### config.mk
export PLATFORM = sky130hd
export DESIGN_NAME = box_drawing_glyph_pixel_generator
export DESIGN_NICKNAME = d
export VERILOG_FILES = /design/src/rtl/core/bdg_pkg.sv /design/src/rtl/core/bdg_decode.sv /design/src/rtl/core/box_drawing_glyph_pixel_generator.sv
export SDC_FILE = /design/constraint.sdc
export NUM_CORES = 1
export LEC_CHECK = 0
export ABC_AREA = 1
export CAP_MARGIN = 0
export CORE_AREA = 2 2 157 159
export CTS_CLUSTER_DIAMETER = 80
export CTS_CLUSTER_SIZE = 25
export DETAILED_ROUTE_END_ITERATION = 7
export DIE_AREA = 0 0 159 161
export DONT_BUFFER_PORTS = 1
export GPL_TIMING_DRIVEN = 1
export PLACE_DENSITY = 0.73
export SYNTH_ARGS = -nofsm -noshare
export SYNTH_HDL_FRONTEND = slang
export SYNTH_HIERARCHICAL = 1
export SYNTH_SLANG_ARGS = --single-unit
### constraint.sdc
create_clock -name clk -period 4.66 [get_ports clk]
set_input_delay 0 -clock clk [delete_from_list [all_inputs] [get_ports clk]]
set_output_delay 0 -clock clk [all_outputs]
set_load 0.02 [all_outputs]
### src/rtl/core/bdg_pkg.sv
package bdg_pkg;

    localparam int MAX_CELL = 64;
    localparam int CELL_W   = 7;

    localparam logic [15:0] FRAME_BASE = 16'h2500;
    localparam logic [15:0] BLOCK_BASE = 16'h2580;
    localparam logic [15:0] BLOCK_END  = 16'h25A0;

    localparam logic [CELL_W-1:0] CELL_WIDTH_RESET  = 7'd8;
    localparam logic [CELL_W-1:0] CELL_HEIGHT_RESET = 7'd16;

    // Register indexes on the configuration port.
    localparam logic CFG_CELL_WIDTH  = 1'b0;
    localparam logic CFG_CELL_HEIGHT = 1'b1;

    // Block-element shape classes, held in bits 8..6 of a block entry.
    localparam logic [2:0] BLK_ROWS  = 3'd1;
    localparam logic [2:0] BLK_COLS  = 3'd2;
    localparam logic [2:0] BLK_QUAD  = 3'd3;
    localparam logic [2:0] BLK_SHADE = 3'd4;

    // Frame entries with any of these bits set have a vertical wing.
    localparam logic [14:0] VERT_WINGS = 15'o07070;

    typedef enum logic [1:0] {
        KIND_NONE,
        KIND_FRAME,
        KIND_BLOCK
    } kind_t;

    typedef struct packed {
        logic [15:0] code_point;
        logic [5:0]  pixel_x;
        logic [5:0]  pixel_y;
    } req_t;

    typedef struct packed {
        logic pixel_on;
        logic supported;
    } rsp_t;

    typedef struct packed {
        kind_t       kind;
        logic [14:0] shape;
        logic        supported;
    } shape_t;

    localparam logic [14:0] FRAME_ROM [128] = '{
        15'o000101, 15'o000202, 15'o001010, 15'o002020,
        15'o030101, 15'o030202, 15'o031010, 15'o032020,
        15'o040101, 15'o040202, 15'o041010, 15'o042020,
        15'o000110, 15'o000210, 15'o000120, 15'o000220,
        15'o000011, 15'o000012, 15'o000021, 15'o000022,
        15'o001100, 15'o001200, 15'o002100, 15'o002200,
        15'o001001, 15'o001002, 15'o002001, 15'o002002,
        15'o001110, 15'o001210, 15'o002110, 15'o001120,
        15'o002120, 15'o002210, 15'o001220, 15'o002220,
        15'o001011, 15'o001012, 15'o002011, 15'o001021,
        15'o002021, 15'o002012, 15'o001022, 15'o002022,
        15'o000111, 15'o000112, 15'o000211, 15'o000212,
        15'o000121, 15'o000122, 15'o000221, 15'o000222,
        15'o001101, 15'o001102, 15'o001201, 15'o001202,
        15'o002101, 15'o002102, 15'o002201, 15'o002202,
        15'o001111, 15'o001112, 15'o001211, 15'o001212,
        15'o002111, 15'o001121, 15'o002121, 15'o002112,
        15'o002211, 15'o001122, 15'o001221, 15'o002212,
        15'o001222, 15'o002122, 15'o002221, 15'o002222,
        15'o020101, 15'o020202, 15'o021010, 15'o022020,
        15'o000303, 15'o003030, 15'o000310, 15'o000130,
        15'o000330, 15'o000013, 15'o000031, 15'o000033,
        15'o001300, 15'o003100, 15'o003300, 15'o001003,
        15'o003001, 15'o003003, 15'o001310, 15'o003130,
        15'o003330, 15'o001013, 15'o003031, 15'o003033,
        15'o000313, 15'o000131, 15'o000333, 15'o001303,
        15'o003101, 15'o003303, 15'o001313, 15'o003131,
        15'o003333, 15'o000000, 15'o000000, 15'o000000,
        15'o000000, 15'o000000, 15'o000000, 15'o000000,
        15'o000001, 15'o001000, 15'o000100, 15'o000010,
        15'o000002, 15'o002000, 15'o000200, 15'o000020,
        15'o000201, 15'o001020, 15'o000102, 15'o002010
    };

    localparam logic [8:0] BLOCK_ROM [32] = '{
        9'o103, 9'o170, 9'o161, 9'o152, 9'o143, 9'o134, 9'o125, 9'o116,
        9'o107, 9'o206, 9'o205, 9'o204, 9'o203, 9'o202, 9'o201, 9'o200,
        9'o243, 9'o401, 9'o411, 9'o407, 9'o100, 9'o270, 9'o304, 9'o310,
        9'o301, 9'o315, 9'o311, 9'o307, 9'o313, 9'o302, 9'o306, 9'o316
    };

endpackage

### src/rtl/core/bdg_decode.sv
module bdg_decode (
    input  logic [15:0]     code_point,
    output bdg_pkg::shape_t shape
);

    logic [14:0] frame_entry;

    // Both ranges start on aligned boundaries, so the low bits of the code
    // point index the tables directly.
    assign frame_entry = bdg_pkg::FRAME_ROM[code_point[6:0]];

    always_comb
    begin
        shape.kind      = bdg_pkg::KIND_NONE;
        shape.shape     = '0;
        shape.supported = 1'b0;
        if (code_point >= bdg_pkg::FRAME_BASE && code_point < bdg_pkg::BLOCK_BASE)
        begin
            if (frame_entry != '0)
            begin
                shape.kind      = bdg_pkg::KIND_FRAME;
                shape.shape     = frame_entry;
                shape.supported = 1'b1;
            end
        end
        else if (code_point >= bdg_pkg::BLOCK_BASE && code_point < bdg_pkg::BLOCK_END)
        begin
            shape.kind      = bdg_pkg::KIND_BLOCK;
            shape.shape     = {6'b0, bdg_pkg::BLOCK_ROM[code_point[4:0]]};
            shape.supported = 1'b1;
        end
    end

endmodule

### src/rtl/core/box_drawing_glyph_pixel_generator.sv
// An accepted beat is registered in stage A, then in stage B, and then in the rsp register.
// Throughput: one beat per cycle through a three-stage pipeline (table
// decode, wing and product terms, band compares); stalls hold each stage.
// Reset clears every stage valid bit and sets the cell to 8 by 16 pixels.
// Cell size writes take effect at once and saturate at MAX_CELL.
module box_drawing_glyph_pixel_generator (
    input  logic                         clk,
    input  logic                         rst_n,
    input  logic                         req_valid,
    output logic                         req_stall,
    input  bdg_pkg::req_t                req,
    output logic                         rsp_valid,
    input  logic                         rsp_stall,
    output bdg_pkg::rsp_t                rsp,
    input  logic                         cfg_write,
    input  logic                         cfg_index,
    input  logic [bdg_pkg::CELL_W-1:0]   cfg_data
);

    localparam logic [bdg_pkg::CELL_W-1:0] MAX_SIZE = bdg_pkg::CELL_W'(bdg_pkg::MAX_CELL);

    logic [bdg_pkg::CELL_W-1:0] width_reg;
    logic [bdg_pkg::CELL_W-1:0] height_reg;
    logic [bdg_pkg::CELL_W-1:0] cfg_size;

    logic a_ready;
    logic b_ready;
    logic c_ready;

    bdg_pkg::shape_t dec_shape;

    // Stage A: decoded shape.
    logic                a_valid_reg;
    bdg_pkg::kind_t      a_kind_reg;
    logic [14:0]         a_shape_reg;
    logic [5:0]          a_x_reg;
    logic [5:0]          a_y_reg;
    logic                a_inside_reg;
    logic                a_sup_reg;

    // Stage B: wing result and product terms.
    logic                b_valid_reg;
    bdg_pkg::kind_t      b_kind_reg;
    logic                b_inside_reg;
    logic                b_sup_reg;
    logic                b_wing_reg;
    logic                b_gap_en_reg;
    logic [3:0]          b_pieces_reg;
    logic [6:0]          b_size_reg;
    logic [10:0]         b_prod_reg;
    logic [2:0]          b_btype_reg;
    logic [10:0]         b_lo_reg;
    logic [10:0]         b_hi_reg;
    logic [9:0]          b_q8_reg;
    logic                b_simple_reg;

    // Stage C: output register.
    logic                rsp_valid_reg;
    bdg_pkg::rsp_t       rsp_reg;

    // Stage B next values.
    logic                b_wing_next;
    logic                b_gap_en_next;
    logic [3:0]          b_pieces_next;
    logic [6:0]          b_size_next;
    logic [10:0]         b_prod_next;
    logic [10:0]         b_lo_next;
    logic [10:0]         b_hi_next;
    logic [9:0]          b_q8_next;
    logic                b_simple_next;
    logic                rsp_on_next;

    assign c_ready   = !rsp_valid_reg || !rsp_stall;
    assign b_ready   = !b_valid_reg || c_ready;
    assign a_ready   = !a_valid_reg || b_ready;
    assign req_stall = !a_ready;
    assign rsp_valid = rsp_valid_reg;
    assign rsp       = rsp_reg;

    assign cfg_size = (cfg_data > MAX_SIZE) ? MAX_SIZE : cfg_data;

    always_ff @(posedge clk or negedge rst_n)
    begin
        if (!rst_n)
        begin
            width_reg  <= bdg_pkg::CELL_WIDTH_RESET;
            height_reg <= bdg_pkg::CELL_HEIGHT_RESET;
        end
        else if (cfg_write)
        begin
            if (cfg_index == bdg_pkg::CFG_CELL_WIDTH)
            begin
                width_reg <= cfg_size;
            end
            if (cfg_index == bdg_pkg::CFG_CELL_HEIGHT)
            begin
                height_reg <= cfg_size;
            end
        end
    end

    bdg_decode u_decode (
        .code_point (req.code_point),
        .shape      (dec_shape)
    );

    always_ff @(posedge clk or negedge rst_n)
    begin
        if (!rst_n)
        begin
            a_valid_reg <= 1'b0;
        end
        else if (a_ready)
        begin
            a_valid_reg <= req_valid;
        end
    end

    always_ff @(posedge clk)
    begin
        if (a_ready)
        begin
            a_kind_reg   <= dec_shape.kind;
            a_shape_reg  <= dec_shape.shape;
            a_sup_reg    <= dec_shape.supported;
            a_x_reg      <= req.pixel_x;
            a_y_reg      <= req.pixel_y;
            a_inside_reg <= ({1'b0, req.pixel_x} < width_reg)
                         && ({1'b0, req.pixel_y} < height_reg);
        end
    end

    // Frame wings and dash terms, block products.
    always_comb
    begin
        logic [2:0] d [4];
        logic [3:0] inc;
        logic [3:0] ins;
        logic [7:0] x8;
        logic [7:0] y8;
        logic [7:0] xc8;
        logic [7:0] yc8;
        logic [6:0] ysm1;
        logic       side_set;
        logic       centre_clr;
        logic       centre_set;
        logic       vert;
        logic [2:0] gaps;
        logic [5:0] pos;
        logic [6:0] bs;
        logic [5:0] bq;
        logic [3:0] span;
        logic       right;
        logic       bottom;
        logic [1:0] sel;
        logic [7:0] row;

        d[0] = a_shape_reg[11:9];
        d[1] = a_shape_reg[8:6];
        d[2] = a_shape_reg[5:3];
        d[3] = a_shape_reg[2:0];

        x8   = {2'b0, a_x_reg};
        y8   = {2'b0, a_y_reg};
        xc8  = {2'b0, width_reg[6:1]};
        ysm1 = height_reg - 7'd1;
        yc8  = {2'b0, ysm1[6:1]};

        inc[0] = (y8 <= yc8) && (x8 == xc8);
        ins[0] = (y8 <= yc8) && (x8 == xc8 - 8'd1 || x8 == xc8 + 8'd1);
        inc[1] = (x8 >= xc8) && (y8 == yc8);
        ins[1] = (x8 >= xc8) && (y8 == yc8 - 8'd1 || y8 == yc8 + 8'd1);
        inc[2] = (y8 >= yc8) && (x8 == xc8);
        ins[2] = (y8 >= yc8) && (x8 == xc8 - 8'd1 || x8 == xc8 + 8'd1);
        inc[3] = (x8 <= xc8) && (y8 == yc8);
        ins[3] = (x8 <= xc8) && (y8 == yc8 - 8'd1 || y8 == yc8 + 8'd1);

        side_set   = 1'b0;
        centre_clr = 1'b0;
        centre_set = 1'b0;
        for (int k = 0; k < 4; k++)
        begin
            if (d[k] > 3'd1 && ins[k])
            begin
                side_set = 1'b1;
            end
            if (d[k] == 3'd3 && inc[k])
            begin
                centre_clr = 1'b1;
            end
            if (d[k] != 3'd3 && d[k] != 3'd0 && inc[k])
            begin
                centre_set = 1'b1;
            end
        end
        // Double wings blank the centre line, but a light or heavy centre
        // line from another side paints over it again.
        b_wing_next = centre_set || (side_set && !centre_clr);

        // Band i spans size*i/n up to size*(i+1)/n; the band test is done
        // as size*i < n*(pos+1) <= size*(i+1) to avoid the division.
        gaps          = a_shape_reg[14:12];
        vert          = (a_shape_reg & bdg_pkg::VERT_WINGS) != '0;
        pos           = vert ? a_y_reg : a_x_reg;
        b_gap_en_next = gaps != 3'd0;
        b_pieces_next = {gaps, 1'b0} - 4'd1;
        b_size_next   = vert ? height_reg : width_reg;
        b_prod_next   = {7'b0, b_pieces_next} * {4'b0, {1'b0, pos} + 7'd1};

        // Eighth splits use the same trick against 8*(q+1).
        bs        = (a_shape_reg[8:6] == bdg_pkg::BLK_ROWS) ? height_reg : width_reg;
        bq        = (a_shape_reg[8:6] == bdg_pkg::BLK_ROWS) ? a_y_reg : a_x_reg;
        span      = {1'b0, a_shape_reg[5:3]} + {1'b0, a_shape_reg[2:0]} + 4'd1;
        b_lo_next = {4'b0, bs} * {8'b0, a_shape_reg[5:3]};
        b_hi_next = {4'b0, bs} * {7'b0, span};
        b_q8_next = {{1'b0, bq} + 7'd1, 3'b0};

        right  = {1'b0, a_x_reg} >= {1'b0, width_reg[6:1]};
        bottom = {1'b0, a_y_reg} >= {1'b0, height_reg[6:1]};
        sel    = a_y_reg[0] ? a_shape_reg[3:2] : a_shape_reg[1:0];
        // The shade row is 0x55 times the selector, which is the selector
        // repeated four times.
        row    = {4{sel}};
        if (a_shape_reg[8:6] == bdg_pkg::BLK_QUAD)
        begin
            b_simple_next = a_shape_reg[{bottom, right}];
        end
        else
        begin
            b_simple_next = row[3'd7 - a_x_reg[2:0]];
        end
    end

    always_ff @(posedge clk or negedge rst_n)
    begin
        if (!rst_n)
        begin
            b_valid_reg <= 1'b0;
        end
        else if (b_ready)
        begin
            b_valid_reg <= a_valid_reg;
        end
    end

    always_ff @(posedge clk)
    begin
        if (b_ready)
        begin
            b_kind_reg   <= a_kind_reg;
            b_inside_reg <= a_inside_reg;
            b_sup_reg    <= a_sup_reg;
            b_wing_reg   <= b_wing_next;
            b_gap_en_reg <= b_gap_en_next;
            b_pieces_reg <= b_pieces_next;
            b_size_reg   <= b_size_next;
            b_prod_reg   <= b_prod_next;
            b_btype_reg  <= a_shape_reg[8:6];
            b_lo_reg     <= b_lo_next;
            b_hi_reg     <= b_hi_next;
            b_q8_reg     <= b_q8_next;
            b_simple_reg <= b_simple_next;
        end
    end

    always_comb
    begin
        logic        in_gap;
        logic [10:0] size11;
        logic [10:0] q11;
        logic        block_on;
        logic        frame_on;

        size11 = {4'b0, b_size_reg};
        in_gap = 1'b0;
        for (int k = 0; k < 6; k++)
        begin
            if (4'(2 * k + 1) < b_pieces_reg
                && size11 * 11'(2 * k + 1) < b_prod_reg
                && b_prod_reg <= size11 * 11'(2 * k + 2))
            begin
                in_gap = 1'b1;
            end
        end
        frame_on = b_wing_reg && !(b_gap_en_reg && in_gap);

        q11 = {1'b0, b_q8_reg};
        unique case (b_btype_reg)
            bdg_pkg::BLK_ROWS,
            bdg_pkg::BLK_COLS:  block_on = (b_lo_reg < q11) && (q11 <= b_hi_reg);
            bdg_pkg::BLK_QUAD,
            bdg_pkg::BLK_SHADE: block_on = b_simple_reg;
            default:            block_on = 1'b0;
        endcase

        unique case (b_kind_reg)
            bdg_pkg::KIND_FRAME: rsp_on_next = b_inside_reg && frame_on;
            bdg_pkg::KIND_BLOCK: rsp_on_next = b_inside_reg && block_on;
            default:             rsp_on_next = 1'b0;
        endcase
    end

    always_ff @(posedge clk or negedge rst_n)
    begin
        if (!rst_n)
        begin
            rsp_valid_reg <= 1'b0;
        end
        else if (c_ready)
        begin
            rsp_valid_reg <= b_valid_reg;
        end
    end

    always_ff @(posedge clk)
    begin
        if (c_ready)
        begin
            rsp_reg.pixel_on  <= rsp_on_next;
            rsp_reg.supported <= b_sup_reg;
        end
    end

    assert property (@(posedge clk) disable iff (!rst_n)
        rsp_valid |-> (rsp.supported || !rsp.pixel_on))
        else $error("lit pixel reported for an unsupported code point");

    assert property (@(posedge clk) disable iff (!rst_n)
        (width_reg <= MAX_SIZE) && (height_reg <= MAX_SIZE))
        else $error("cell size register above the maximum cell size");

    assert property (@(posedge clk) disable iff (!rst_n)
        (a_valid_reg && b_valid_reg && rsp_valid_reg && rsp_stall) |-> req_stall)
        else $error("request taken while the whole pipeline is full and stalled");

    assert property (@(posedge clk) disable iff (!rst_n)
        (b_valid_reg && c_ready) |=> rsp_valid)
        else $error("beat lost between the middle stage and the output register");

endmodule

# Word-level counts from Yosys, hierarchy flattened
# Memories as Yosys holds them, arrays and structs flattened.
# Cells that the tools add are included.
[classes]
n_addsub = 11
mul = 11
div_mod_pow = 0
order_cmp = 41
n_eq_ne = 21
n_shift = 0
muxes = 38
n_bitwise = 3
n_reduce_logical = 69
[ops]
columns = ["op", "n"]
rows = [
  ["$logic_and 1x1->1", 45],
  ["$mux 18", 2],
  ["$ge 16x14->1 const B", 2],
  ["$lt 16x14->1 const B", 2],
  ["$mul 7x3->10 const B", 3],
  ["$mux 15", 2],
  ["$reduce_bool 15->1", 2],
  ["$add 6x1->7 const B", 4],
  ["$mul 7x2->9 const B", 3],
  ["$ge 6x6->1", 4],
  ["$le 11x10->1", 2],
  ["$le 11x11->1", 2],
  ["$lt 10x11->1", 2],
  ["$lt 11x11->1", 2],
  ["$mul 7x4->11 const B", 2],
  ["$mux 1", 21],
  ["$mux 7", 3],
  ["$eq 3x2->1 const B", 6],
  ["$mux 9", 2],
  ["$mux 17", 1],
  ["$eq 6x8->1", 2],
  ["$reduce_bool 3->1", 5],
  ["$eq 6x7->1", 2],
  ["$lt 6x7->1", 2],
  ["other kinds (44)", 71],
]
[word_totals]
reg_bits = 110
latchBits = 0
mem_bits_rw = 0
romBits = 2208
inputBits = 41
out_inout_bits = 4
memories = 2
[memory_table]
columns = ["name", "words", "width", "rd", "rd_ports_with_merged_regs", "write_ports", "line_no", "source"]
rows = [
  ["(name not given)", 128, 15, 1, 0, 0, "bdg_decode.sv:10", "assign frame_entry = bdg_pkg::FRAME_ROM[code_point[6:0]];"],
  ["(name not given)", 32, 9, 1, 0, 0, "bdg_decode.sv:29", "shape.shape = {6'b0, bdg_pkg::BLOCK_ROM[code_point[4:0]]};"],
]

# Logic depth before layout (Yosys ltp)
[depth]
depth_word = 14
depth_mapped = 23
depth_no_buf = 23

# By module
# The synthesis kept the hierarchy.
[modules_own_cells]
columns = ["module", "instances", "cells_per_inst", "area_each_um2", "seq_area_each_um2"]
rows = [
  ["box_drawing_glyph_pixel_generator", 1, 1473, 11818.8, 3100.5],
  ["bdg_decode", 1, 401, 1840.5, 0.0],
]

# Worst setup path before layout
# OpenSTA, ideal clock, no wires.
[synth_timing]
path_kind = "reg-to-reg"
start = "reg a_shape_reg[4]"
end = "reg b_prod_reg[10] (data pin)"
setup_time_ns = 0.258
arrival_ns = 4.019
required_time_ns = 4.402
slack_ns = 0.384
path_stages_with_launch = 23
n_path_buf = 1
period_less_slack_ns = 4.276
cell_sequence = "edfxtp_1 -> buf_6 -> nor2_8 -> nand4_4 -> o21ai_2 -> ha_1 -> nand3_1 -> xnor2_1 -> inv_1 -> nand2_1 -> fa_1 -> fa_1 -> inv_1 -> ha_1 -> nand3_1 -> nand3_1 -> a21o_1 -> a21oi_1 -> nor2_1 -> nor2_1 -> nor2_1 -> nor2_1 -> xnor2_1"
[synth_between]
elab_chain_len = 4
[synth_lines]
columns = ["item", "line_no", "source"]
rows = [
  ["start: declaration", "box_drawing_glyph_pixel_generator.sv:35", "logic [14:0] a_shape_reg;"],
  ["start signal: assignment", "box_drawing_glyph_pixel_generator.sv:124", "a_shape_reg <= dec_shape.shape;"],
  ["$reduce_bool 15->1", "box_drawing_glyph_pixel_generator.sv:203", "vert = (a_shape_reg & bdg_pkg::VERT_WINGS) != '0;"],
  ["$mux 6", "box_drawing_glyph_pixel_generator.sv:204", "pos = vert ? a_y_reg : a_x_reg;"],
  ["$add 6x1->7", "box_drawing_glyph_pixel_generator.sv:208", "b_prod_next = {7'b0, b_pieces_next} * {4'b0, {1'b0, pos} + 7'd1};"],
  ["$mul 4x7->11", "box_drawing_glyph_pixel_generator.sv:208", ""],
  ["net b_prod_next[10]", "box_drawing_glyph_pixel_generator.sv:66", "logic [10:0] b_prod_next;"],
  ["end signal: assignment", "box_drawing_glyph_pixel_generator.sv:257", "b_prod_reg <= b_prod_next;"],
  ["end: declaration", "box_drawing_glyph_pixel_generator.sv:50", "logic [10:0] b_prod_reg;"],
]
# The timed path passes the listed nets, and every way through them passes these cells.
# A chain may end at the register's enable or synchronous reset.

# Final worst setup path
[layout_timing]
start = "reg a_shape_reg[3]"
end = "reg b_hi_reg[10] (data pin)"
[layout_between]
elab_chain_len = 3
[layout_lines]
columns = ["item", "line_no", "source"]
rows = [
  ["$add 3x3->4", "box_drawing_glyph_pixel_generator.sv:213", "span = {1'b0, a_shape_reg[5:3]} + {1'b0, a_shape_reg[2:0]} + 4'd1;"],
  ["$add 4x1->4", "box_drawing_glyph_pixel_generator.sv:213", ""],
  ["$mul 7x4->11", "box_drawing_glyph_pixel_generator.sv:215", "b_hi_next = {4'b0, bs} * {7'b0, span};"],
  ["net b_hi_next[10]", "box_drawing_glyph_pixel_generator.sv:68", "logic [10:0] b_hi_next;"],
  ["end signal: assignment", "box_drawing_glyph_pixel_generator.sv:260", "b_hi_reg <= b_hi_next;"],
  ["end: declaration", "box_drawing_glyph_pixel_generator.sv:53", "logic [10:0] b_hi_reg;"],
]
# The timed path passes the listed nets, and every way through them passes these cells.

==> flow_summary.toml <==
[detailed_routing]
ant_nets = 0
wl_per_cell_um = 16.7
vias = 12700
first_iter_violations = 1152
via_per_inst = 5.64
drt_first_pass_iters = 6
drc = 0
wirelength_mm = 37.3

[clock_network]
root_buffer = "clkbuf_16"
cts.sinks = 106
htree_num_levels = 3
clock_latency_ps = 370
numCtsBuffers = 9
cts_tree = "built"
cts.clk_slew.worst_paths_ps = 90
clock_path_buffers = 2

[timing]
rsz0062_at_grt = "true"
hold_viol = 0
min_period_ps = 4400
fin_tns_setup_ps = 0
whs_ps = 38.5
tightest_slew_ps = 819
clock-skew-final_ps = 17.7
relSlewSlack_pct = 45.2
setup_violations = 0
period_share_pct = 94.4
fmax_mhz = 227
drv_slew = 0

[worst_hold_path]
hp-class = "in2reg"

[synth]
syn_area_mm2 = 0.0137
synth_top_flop_cell = "edfxtp_1"
yosysUniqueCellTypes = 52
ys_ff_latch = 106
synth_fp_nets = 2187
synthArstFlopShare_pct = 16.0
yosysSeqAreaShare_pct = 22.7
synth-edff-count = 89
synth.avg_cell_area_um2 = 7.29
ys.warnings.count = 6
synth_cells = 1874

[grt]
grt_max_degree = 58
grt_use_total_pct = 29.4
grt_pass1_vias = 12100
antenna_found_initial = 0
gr-total-overflow = 0
grt_pass1_wl_mm = 60.8

[status]
status = "finished clean"

[final_layout]
nets = 2227
design_area_mm2 = 0.0147
nFillCells = 2179
syn_to_final_growth_pct = 7.45
largest_reg_flops = 15
layout-drive-gt1-share_pct = 4.01
diodes = 0

[setup_path]
required_ps = 4790
end_kind = "register"
cp.arrival_ps = 4530
critPathLaunchType = "register"
critPathKind = "reg2reg"
crit_fanout = 6

[pwr]
power_density_mw_per_mm2 = 448
peakVddDrop_v = 0.000262
p_leak_nw = 7.77
power.total_w = 0.00658

[die]
rows = 57
core_area_mm2 = 0.0240
dieHeight_um = 161
io_pins = 45
die_w_um = 159
die-area_mm2 = 0.0256
floorplan.initialDensity_pct = 57.0

[placed_design]
dpl_cell_area_mm2 = 0.0140
dpl.hpwl_mm = 29.6
portBuffers = 0
place.gp.congestion = 0.994

[job]
maxCapViolCount = 0
synthesized netlist by cell type, types with 17 or more instances:
cell type	count	area, um2
inv_1	291	1090
nor2_1	181	679
ha_1	230	2880
fa_1	42	841
nand3_1	140	701
edfxtp_1	89	2670
nand4_1	21	131
xor2_1	46	403
o21ai_0	75	375
a21oi_1	114	571
nand2_1	458	1720
nor3_1	26	130
xnor2_1	17	149
worst max-delay path, stage by stage (launching register included):
cell and delay, ps:
edfxtp_1 540, inv_1 170, ha_1 160, inv_1 50
fa_1 370, xnor2_1 200, inv_1 120, nand2_1 100
fa_1 450, fa_1 540, inv_1 60, fa_1 450
nand3_1 100, nand3_1 100, a21o_1 180, a21oi_2 180
o21ai_0 110, a21oi_1 180, xnor2_1 90
cell usage in the layout, fill, tap and decap left out, drive strengths merged, types with 17 or more instances in the layout:
cell	count
nand2	463
inv	301
ha	230
nor2	186
nand3	141
a21oi	114
o21ai	90
edfxtp	89
xor2	46
fa	42
dlygate4sd3	32
nor3	26
buf	26
nand4	23
xnor2	17
repair_timing:
action,CTS,global route
hold endpoints to repair,48,0
buffers inserted,0,6
resized for setup,0,3
hold buffers,32,0
setup endpoints to repair,0,5
where the power goes:
part	switching (W)	total, W	internal [W]
Clock	0.000377	0.000753	0.000376
Sequential	0.000225	0.00152	0.00129
Combinational	0.00263	0.00431	0.00169
through the flow:
step | std cells | util, % | setup slack [ps]
final | 2243 | 61.2 | 260
after global routing | 2243 | 61.2 | -45.1
after CTS | 2237 | 61.0 | 125
after detailed placement | 2189 | 58.5 | 129
after global placement | 2189 | 58.5 | 317
after floorplan | 1874 | - | 384
area by class of cell:
type / count / area, um2 / area share, %
multi-input cells: 1440 / 9250 / 63.0
flip-flops and latches: 106 / 3100 / 21.1
inverters: 299 / 1120 / 7.65
repair buffers: 58 / 515 / 3.51
well taps: 324 / 405 / 2.76
clock buffers: 10 / 229 / 1.56
clock inverters: 6 / 55.1 / 0.375
metal layers:
layer / wire length, um / track usage (%)
met2: 17700 / 51.3
met5: 0 / 0
met1: 15800 / 38.0
met4: 1260 / 10.4
met3: 2580 / 3.47
cells by family after synthesis:
family / synth area share, %
other: 0.0275
XOR/XNOR: 4.04
flip-flops: 22.7
adder cells (fa/ha/maj): 27.2
AND/OR/NAND/NOR: 26.3
buffers and inverters: 9.67
AO/OA/AOI/OAI: 10.1
final timing paths:
kind / from / endpoint / slack (ps) / cells past startpoint
setup / recovery: a_shape_reg[3] / b_hi_reg[10] / 260 / 18
hold / removal: req[15] / a_shape_reg[6] / 40 / 4
setup reg to reg: a_shape_reg[3] / b_hi_reg[10] / 260 / 18
hold reg to reg: b_sup_reg / rsp[0] / 420 / 0
max in group asynchronous: rst_n / b_valid_reg / 3980 / 1
min in group asynchronous: rst_n / height_reg[6] / 170 / 1
(Power assumes the default switching activity.)
